==> src/rtl/core/ppc_pkg.sv <==
// shared types and constants for the polygon plane clipper
`default_nettype none
package ppc_pkg;
    localparam int COORD_W = 16;
    localparam int PV_W = 36;
    localparam int PLANE_REGS = 6;
    localparam int CFG_IDX_W = 3;

    localparam logic [CFG_IDX_W-1:0] REG_PLANE_COUNT = 3'd0;

    typedef struct packed {
        logic signed [COORD_W-1:0] x;
        logic signed [COORD_W-1:0] y;
        logic signed [COORD_W-1:0] z;
    } vert_t;

    // item queued from the front part to the back part
    typedef struct packed {
        vert_t vert;
        logic  last;
    } fq_item_t;

    typedef enum logic [3:0] {
        B_LOAD, B_START, B_PV_LAST, B_PV, B_DECIDE, B_DIV_GO, B_DIV, B_CROSS_WR,
        B_KEEP_WR, B_COPY, B_EMIT, B_ERR
    } bstate_t;
endpackage
`default_nettype wire

==> src/rtl/core/ppc_front.sv <==
// input stage and short queue ahead of the clipping engine
`default_nettype none
module ppc_front (
    input  wire logic             clk,
    input  wire logic             rst_n,
    input  wire logic             in_valid,
    output logic                  in_ready,
    input  wire ppc_pkg::fq_item_t in_item,
    output logic                  q_valid,
    input  wire logic             q_ready,
    output ppc_pkg::fq_item_t     q_item
);
    import ppc_pkg::*;
    fq_item_t  mem_reg [4];
    logic [1:0] wp_reg, rp_reg;
    logic [2:0] cnt_reg;
    logic push, pop;

    assign in_ready = (cnt_reg != 3'd4);
    assign q_valid  = (cnt_reg != 3'd0);
    assign q_item   = mem_reg[rp_reg];
    assign push = in_valid && in_ready;
    assign pop  = q_valid && q_ready;

    always_ff @(posedge clk)
    begin
        if (push)
        begin
            mem_reg[wp_reg] <= in_item;
        end
    end

    always_ff @(posedge clk or negedge rst_n)
    begin
        if (!rst_n)
        begin
            wp_reg <= '0;
            rp_reg <= '0;
            cnt_reg <= '0;
        end
        else
        begin
            if (push) wp_reg <= wp_reg + 2'd1;
            if (pop) rp_reg <= rp_reg + 2'd1;
            cnt_reg <= cnt_reg + {2'b0, push} - {2'b0, pop};
        end
    end

    a_cnt_max: assert property (@(posedge clk) disable iff (!rst_n) cnt_reg <= 3'd4)
        else $error("queue count out of range");
    a_no_push_full: assert property (@(posedge clk) disable iff (!rst_n)
        (cnt_reg == 3'd4) |-> !push) else $error("push into full queue");
    a_pop_empty: assert property (@(posedge clk) disable iff (!rst_n)
        pop |-> (cnt_reg != 3'd0)) else $error("pop from empty queue");
endmodule
`default_nettype wire

==> config.mk <==
export PLATFORM = sky130hd
export DESIGN_NAME = ppc_front
export DESIGN_NICKNAME = d
export VERILOG_FILES = /design/src/rtl/core/ppc_pkg.sv /design/src/rtl/core/ppc_front.sv
export SDC_FILE = /design/constraint.sdc
export NUM_CORES = 1
export LEC_CHECK = 0
export BUFFER_PORTS_ARGS = -buffer_cell sky130_fd_sc_hd__buf_2
export CORE_ASPECT_RATIO = 0.6
export CORE_MARGIN = 8
export CORE_UTILIZATION = 25
export DETAILED_ROUTE_END_ITERATION = 10
export MAX_ROUTING_LAYER = met4
export PLACE_DENSITY = 0.51
export SYNTH_ARGS = -nofsm -noshare
export SYNTH_HDL_FRONTEND = slang
export SYNTH_SLANG_ARGS = --single-unit
==> constraint.sdc <==
create_clock -name clk -period 6.5 [get_ports clk]
set_clock_uncertainty 0.2 [all_clocks]
set_input_delay 1.95 -clock clk [delete_from_list [all_inputs] [get_ports clk]]
set_output_delay 1.95 -clock clk [all_outputs]
set_load 0.02 [all_outputs]
==> flow_summary.yaml, run 1 <==
global_route:
  grt_max_degree: 52
  grt_pass1_wl_um: 24100
  antenna_found_initial: 3
  grt_pass1_vias: 3872
  grtUsageTotal_pct: 9.06
  gr-total-overflow: 0
synthesis:
  synth.distinct_cells: 22
  synth_top_family_by_area: "multiplexers"
  synth_simple_gate_area_share_pct: 1.38
  synthCells: 298
  synthAdderAreaFrac_pct: 1.25
  synth_compound_area_share_pct: 0.428
  syn-mean-instance-area_um2: 25.5
  ys_ff_latch: 203
  yosysWarningCount: 0
  syn_area_um2: 7600
  synth_xor_area_share_pct: 0.461
  ys_seq_area_share_pct: 79.8
  synth_fp_nets: 358
  synth.area.mux_share_pct: 14.6
timing:
  fmax_mhz: 212
  timing.setup.tns_ps: 0
  rsz0062_at_grt: "false"
  setup_violations: 0
  hold_viol: 0
  finalWorstSetupSlack_ps: 1770
  min_period_ps: 4730
  worst_pin_slew_ps: 1130
  relSlewSlack_pct: 24.6
  slew_viol_final: 0
  timing.final.crit_share_pct: 72.7
placement:
  preCtsSetupSlack_ps: 2240
  routabilityCongestion: 0.665
  io_buffers: 103
  dpl_cell_area_um2: 8530
critical_path:
  worstPathRequired_ps: 4350
  cp-end-kind: "primary output"
  rr_startpoint: "cnt_reg[1]"
  r2r_slack_ps: 3920
  worstPathMaxFanout: 51
  start_kind: "register"
  rr_worst_depth: 9
  worstSetupPathType: "register to primary output"
  r2r-end: "cnt_reg[2]"
  critPathArrivalTime_ps: 2580
drt:
  drtIter0Drc: 164
  vias: 3455
  viasPerCell: 4.09
  antenna_left: 0
  finalWirelength_um: 16000
  drcViolationCount: 0
  wl_per_cell_um: 18.9
  dr.pass1.iters: 4
finish:
  final_common_cell: "edfxtp_1"
  design_area_um2: 9290
  mostFrequentLayoutCells: "edfxtp_1 (196), buf_2 (103), mux4_2 (48)"
  drive_gt1_share_pct: 45.2
  largest_register_ffs: 196
  area_delta_synth_final_pct: 22.3
  num-fill-cells: 2965
  fin_util_pct: 31.1
  fin_nets: 478
cts:
  cts.root.buffer_cell: "clkbuf_16"
  insertion_delay_ps: 510
  cts_resized: 0
  holdBufCountCts: 0
  cts_sinks: 203
  clockBufferDepth: 3
  h-tree-depth: 1
  clk_pin_slew_ps: 60
  postCtsSetupBuffers: 0
  cts_buffers: 22
  cts_tree: "built"
power:
  peakVddDrop_uv: 254
  power_density_nw_per_um2: 480
  leakage_nw: 3.12
run_status:
  outcome: "finished, final reports clean"
floorplanning:
  rows: 49
  start_util_pct: 25.4
  die_y_um: 151
  dieArea_um2: 36400
  core_area_um2: 29900
  die_width_um: 241
  num_io_pins: 104
job:
  drv_cap: 0
min_path:
  hold_path_depth: 2
  hold_end: "wp_reg[1]"
  worstHoldPathType: "register to register"
  hp-start: "wp_reg[1]"
-- per-stage QoR --
step | total power, W | hold WS (ps) | instances
5_1_grt | 0.00472 | 500 | 845
3_3_place_gp | 0.00323 | 372 | 802
3_5_place_dp | 0.00327 | 423 | 802
4_1_cts | 0.00459 | 441 | 842
6_report | 0.00446 | 436 | 845
2_1_floorplan | 0.00284 | 343 | 298
-- report_power, final --
group | switching (W) | total [W] | leakage (nW) | internal, W
Clock | 0.000503 | 0.00129 | 0.365 | 0.000783
Combinational | 0.000703 | 0.00124 | 0.883 | 0.000533
Sequential | 0.000210 | 0.00194 | 1.88 | 0.00173
Total | 0.00142 | 0.00446 | 3.12 | 0.00305
-- worst max path at each step --
stage | startpoint | end | slack (ps) | cells after the start
2_1_floorplan | in_valid | mem_reg[0][0] | 2710 | 1
3_3_place_gp | rp_reg[0] | q_item[32] | 2250 | 2
3_5_place_dp | rp_reg[0] | q_item[32] | 2240 | 2
4_1_cts | rp_reg[0] | q_item[32] | 1650 | 2
5_1_grt | rp_reg[0] | q_item[32] | 1570 | 2
6_report | rp_reg[0] | q_item[32] | 1770 | 2
-- area by class of cell --
class	instances	area [um2]	share of cell area, %
antenna	3	7.51	0.0808
sequential	203	6070	65.3
tap	408	510	5.49
clock inverter	16	195	2.10
timing repair buffer	108	553	5.95
multi-input combinational	77	1380	14.9
clock buffer	24	558	6.01
inverter	6	22.5	0.242
-- routing by layer --
layer / up-vias / part of all wire, % / track usage (%)
met5: - / 0 / -
met4: 0 / 1.7 / 1.92
met3: 23 / 6.4 / 3.33
met2: 85 / 49 / 14.8
met1: 1823 / 43 / 10.7
li1: 1524 / - / -
-- kinds of logic after synthesis --
kind of cell,after synthesis
AO/OA/AOI/OAI,4
XOR/XNOR,4
adder cells (fa/ha/maj),7
buffers and inverters,18
flip-flops,203
multiplexers,49
AND/OR/NAND/NOR,13
-- synthesized netlist by cell type --
cell type,instances,area share (%)
buf_12,5,1.3
nand2_1,1,0.049
nor3b_2,1,0.16
buf_6,1,0.15
dfrtp_1,7,2.3
mux4_2,48,14
buf_2,5,0.33
o31a_1,1,0.12
fa_1,1,0.26
or3_1,1,0.082
nand4bb_1,2,0.30
inv_1,6,0.30
xnor2_1,3,0.35
edfxtp_1,196,77
clkbuf_1,1,0.049
mux4_1,1,0.35
nand2b_1,4,0.33
xor2_1,1,0.12
o311ai_0,1,0.12
ha_1,6,0.99
o211ai_1,2,0.20
and3b_1,4,0.46
-- critical path: stages (launching register included) --
cell and delay, ps:
dfrtp_4 1180, mux4_2 670, buf_2 190
Power figures use the tool's default switching activity.
==> inputs of run 2 (changes only) <==
==> constraint.sdc (replaced) <==
create_clock -name clk -period 4.5 [get_ports clk]
set_clock_uncertainty 0.2 [all_clocks]
set_input_delay 1.35 -clock clk [delete_from_list [all_inputs] [get_ports clk]]
set_output_delay 1.35 -clock clk [all_outputs]
set_load 0.02 [all_outputs]
==> run 2 against run 1 <==
Total power increased by 46%; die area unchanged; critical path depth grew 1; sequential share of layout area is 0.47 points lower; cell count shrank 0.12%; highest routed layer unchanged; clock-buffer cell count grew 4; largest power group unchanged; sequential power rose by 40%; worst hold slack lost 19 ps.
==> flow_summary.yaml, run 2 (synthesis gave the netlist of run 1 again) <==
run_status:
  outcome: "finished, final reports clean"
critical_path:
  r2r-end: "cnt_reg[2]"
  rr_worst_depth: 9
  worstSetupPathType: "register to primary output"
  cpMaxStageDelayCell: "dfrtp_4"
  critPathArrivalTime_ps: 2310
  start_kind: "register"
  r2r_slack_ps: 1890
  critPathMaxStageDelay_ps: 710
  path_buf_inv: 2
  worstPathRequired_ps: 2950
  worstPathCellList: "buf_4, mux4_2, buf_2"
  rr_startpoint: "cnt_reg[1]"
  cp_top_family: "flip-flops"
  worstPathMaxFanout: 20
  cp-end-kind: "primary output"
drt:
  vias: 3462
  antenna_left: 0
  finalWirelength_um: 16300
  viasPerCell: 4.10
  wl_per_cell_um: 19.3
  drtIter0Drc: 147
  dr.pass1.iters: 4
  drcViolationCount: 0
placement:
  dp.cells: 805
  hpwlAfterDp_um: 10200
  routabilityCongestion: 0.683
  io_buffers: 103
  dpl_cell_area_um2: 8630
  preCtsSetupSlack_ps: 1120
cts:
  cts_buffers: 21
  clockBufferDepth: 3
  cts_sinks: 203
  postCtsSetupBuffers: 0
  h-tree-depth: 1
  holdBufCountCts: 0
  insertion_delay_ps: 500
  cts.root.buffer_cell: "clkbuf_16"
  clk_pin_slew_ps: 60
  cts_resized: 0
  cts_tree: "built"
power:
  p_sw_w: 0.00204
  swShare_pct: 31.4
  clkPwrFrac_pct: 28.2
  seqPwrFrac_pct: 41.8
  power_density_nw_per_um2: 695
  intPower_w: 0.00446
  peakVddDrop_uv: 265
  comb_power_share_pct: 30.1
  leakage_nw: 3.15
finish:
  drive_gt1_share_pct: 45.5
  area_delta_synth_final_pct: 23.2
  multi_input_area_um2: 1380
  num-fill-cells: 2952
  largest_register_ffs: 196
  fin_nets: 480
  seq_area_um2: 6070
  final_common_cell: "edfxtp_1"
  fin_util_pct: 31.3
  finalNonFillerCells: 844
  design_area_um2: 9360
  mostFrequentLayoutCells: "edfxtp_1 (196), buf_2 (103), mux4_2 (48)"
min_path:
  hold_end: "wp_reg[1]"
  hp-start: "wp_reg[1]"
  worstHoldPathType: "register to register"
  hold_path_depth: 2
global_route:
  grt_max_degree: 33
  grt_pass1_wl_um: 24500
  antenna_found_initial: 2
  gr-total-overflow: 0
  grt_pass1_vias: 3874
  grtUsageTotal_pct: 9.26
floorplanning:
  die_width_um: 241
  num_io_pins: 104
  dieArea_um2: 36400
  start_util_pct: 25.4
  core_area_um2: 29900
  rows: 49
  die_y_um: 151
timing:
  timing.setup.tns_ps: 0
  min_period_ps: 3860
  slew_viol_final: 0
  finalWorstSetupSlack_ps: 643
  setup_violations: 0
  rsz0062_at_grt: "false"
  fmax_mhz: 259
  timing.final.crit_share_pct: 85.7
  worst_pin_slew_ps: 725
  hold_viol: 0
  relSlewSlack_pct: 51.7
job:
  drv_cap: 0
## run 2: per-layer routing
metal	track usage, %	wire, um
met2	14.4	7580
met3	2.71	917
met5	-	0
met1	11.9	7440
met4	2.16	335
## run 2: layout make-up
cell class                 count  area share, %
inverter                       6          0.241
sequential                   203           64.8
tap                          408           5.45
clock buffer                  28           6.11
antenna                        1         0.0267
timing repair buffer         111           6.95
multi-input combinational     77           14.7
clock inverter                10           1.67
## run 2: worst max-delay path by stage
stage                     startpoint            end  cells after the start
after CTS                  rp_reg[0]     q_item[37]                      3
after global placement     rp_reg[0]     q_item[37]                      3
final                      rp_reg[0]     q_item[37]                      3
after global routing       rp_reg[0]     q_item[37]                      3
after floorplan             in_valid  mem_reg[0][0]                      1
after detailed placement   rp_reg[0]     q_item[37]                      3
## run 2: worst register-to-register path: stages, from the launching register on
cell      delay (ps)
dfrtp_1          480
nor3b_2          470
nand2b_1         170
ha_1             230
inv_1             60
ha_1             130
inv_1             60
fa_1             380
xnor2_1          210
xnor2_1          150
## run 2: through the flow
stage	total power (W)	hold slack (ps)
2_1_floorplan	0.00410	343
3_3_place_gp	0.00475	375
3_5_place_dp	0.00479	402
4_1_cts	0.00667	416
5_1_grt	0.00686	451
6_report	0.00650	417
## run 2: power by group through the flow
stage          Clock [W]  Sequential (W)  Combinational [W]
5_1_grt          0.00197         0.00276            0.00213
3_5_place_dp           0         0.00277            0.00203
3_3_place_gp           0         0.00275            0.00200
6_report         0.00183         0.00272            0.00196
4_1_cts          0.00191         0.00273            0.00203
2_1_floorplan          0         0.00262            0.00148
==> inputs of run 3 (changes only) <==
--- a/config.mk
+++ b/config.mk
@@ -12,6 +12,8 @@
 export DETAILED_ROUTE_END_ITERATION = 10
 export MAX_ROUTING_LAYER = met4
 export PLACE_DENSITY = 0.51
+export REMOVE_ABC_BUFFERS = 1
+export SLEW_MARGIN = 0
 export SYNTH_ARGS = -nofsm -noshare
 export SYNTH_HDL_FRONTEND = slang
 export SYNTH_SLANG_ARGS = --single-unit
==> run 3 against run 2 <==
Non-clock buffer count decreased by 1; die area unchanged; highest routed layer unchanged; core utilization decreased by 0.33 points; via count decreased by 1.2%; sequential cell count unchanged.
==> flow_summary.yaml, run 3 (synthesis gave the netlist of run 1 again) <==
min_path:
  worstHoldPathType: "register to register"
  hp-start: "wp_reg[1]"
  hold_path_depth: 2
critical_path:
  worstPathMaxFanout: 36
  start_kind: "register"
  critPathLaunch: "rp_reg[0]"
  rr_worst_depth: 9
  worstSetupPathType: "register to primary output"
  worstPathRequired_ps: 2950
  critPathArrivalTime_ps: 2550
  rr_startpoint: "cnt_reg[1]"
  cp-end-kind: "primary output"
drt:
  vias: 3419
  drcViolationCount: 0
  wl_per_cell_um: 19.2
  drtIter0Drc: 155
  viasPerCell: 4.06
  finalWirelength_um: 16200
  dr.pass1.iters: 4
  antenna_left: 0
floorplanning:
  dieArea_um2: 36400
  num_io_pins: 104
  core_area_um2: 29900
  start_util_pct: 25.4
  die_y_um: 151
  rows: 49
  die_width_um: 241
timing:
  rsz0062_at_grt: "false"
  fmax_mhz: 244
  setup_violations: 0
  min_period_ps: 4100
  relSlewSlack_pct: 49.5
  worst_pin_slew_ps: 757
  slew_viol_final: 0
  hold_viol: 0
  timing.setup.tns_ps: 0
  timing.final.crit_share_pct: 91.1
  finalWorstSetupSlack_ps: 400
cts:
  clk_pin_slew_ps: 60
  postCtsSetupBuffers: 0
  h-tree-depth: 1
  cts_buffers: 21
  clockBufferDepth: 3
  cts.root.buffer_cell: "clkbuf_16"
  holdBufCountCts: 0
  insertion_delay_ps: 500
  cts_sinks: 203
  cts_resized: 0
  cts_tree: "built"
finish:
  final_common_cell: "edfxtp_1"
  finalNonFillerCells: 842
  area_delta_synth_final_pct: 21.9
  mostFrequentLayoutCells: "edfxtp_1 (196), buf_2 (103), mux4_2 (48)"
  design_area_um2: 9260
  largest_register_ffs: 196
  fin_nets: 479
  num-fill-cells: 2943
  fin_util_pct: 31.0
  drive_gt1_share_pct: 44.8
global_route:
  grt_use_met2_pct: 14.2
  met3_usage_pct: 3.51
  grtUsageTotal_pct: 9.22
  grt_max_degree: 39
  grt_pass1_vias: 3812
  gr-total-overflow: 0
  grt-busiest-layer: "met2"
  grt_use_met1_pct: 11.6
  grt_pass1_wl_um: 24400
  antenna_found_initial: 3
placement:
  routabilityCongestion: 0.762
  io_buffers: 103
  dp.cells: 804
  hpwlAfterDp_um: 9990
  dpl_cell_area_um2: 8610
  preCtsSetupSlack_ps: 821
job:
  drv_cap: 0
run_status:
  outcome: "finished, final reports clean"
power:
  peakVddDrop_uv: 377
  leakage_nw: 3.10
  power_density_nw_per_um2: 680
## run 3: cell count changes in the layout (fill, tap and decap cells not counted)
cell        previous run  this run
buf_12                 6         5
bufinv_16              4         2
clkbuf_1               5         3
clkbuf_8               2         0
clkinv_1               1         4
clkinv_4               1         0
clkinvlp_4             0         1
diode_2                1         3
## run 3: layout make-up
| class | instances | area, um2 | area share [%] |
|---|---|---|---|
| clock buffers | 24 | 537 | 5.80 |
| repair buffers | 110 | 631 | 6.81 |
| inverters | 6 | 22.5 | 0.243 |
| multi-input cells | 77 | 1380 | 14.9 |
| clock inverters | 11 | 106 | 1.15 |
| diodes | 3 | 7.51 | 0.0811 |
| flip-flops and latches | 203 | 6070 | 65.5 |
| well taps | 408 | 510 | 5.51 |
## run 3: worst max-delay path, cell delays in order, from the launching register on
cell and delay (ps):
dfrtp_4 930, buf_4 370, mux4_2 550, buf_2 180
## run 3: stage by stage
step / power [W] / hold WS [ps]
after floorplan: 0.00399 / 343
after global placement: 0.00473 / 375
after detailed placement: 0.00477 / 377
after CTS: 0.00646 / 394
after global routing: 0.00666 / 445
final: 0.00630 / 391
## run 3: where the power goes
group	leakage, nW	switching (W)	internal, W	total, W
clock	0.313	0.000693	0.000968	0.00166
sequential	1.88	0.000257	0.00250	0.00275
combinational	0.909	0.00107	0.000817	0.00189
total	3.10	0.00202	0.00428	0.00630
## run 3: final timing paths
kind	slack, ps	to
setup reg to reg	1970	cnt_reg[2]
max in group asynchronous	3440	rp_reg[0]
setup / recovery	400	q_item[2]
hold reg to reg	390	wp_reg[1]
min in group asynchronous	480	cnt_reg[0]
hold / removal	390	wp_reg[1]
## run 3: metal layers
layer	vias up	share of wire, %
li1	1514	-
met2	92	46
met5	-	0
met4	0	1.6
met1	1787	46
met3	26	7.1
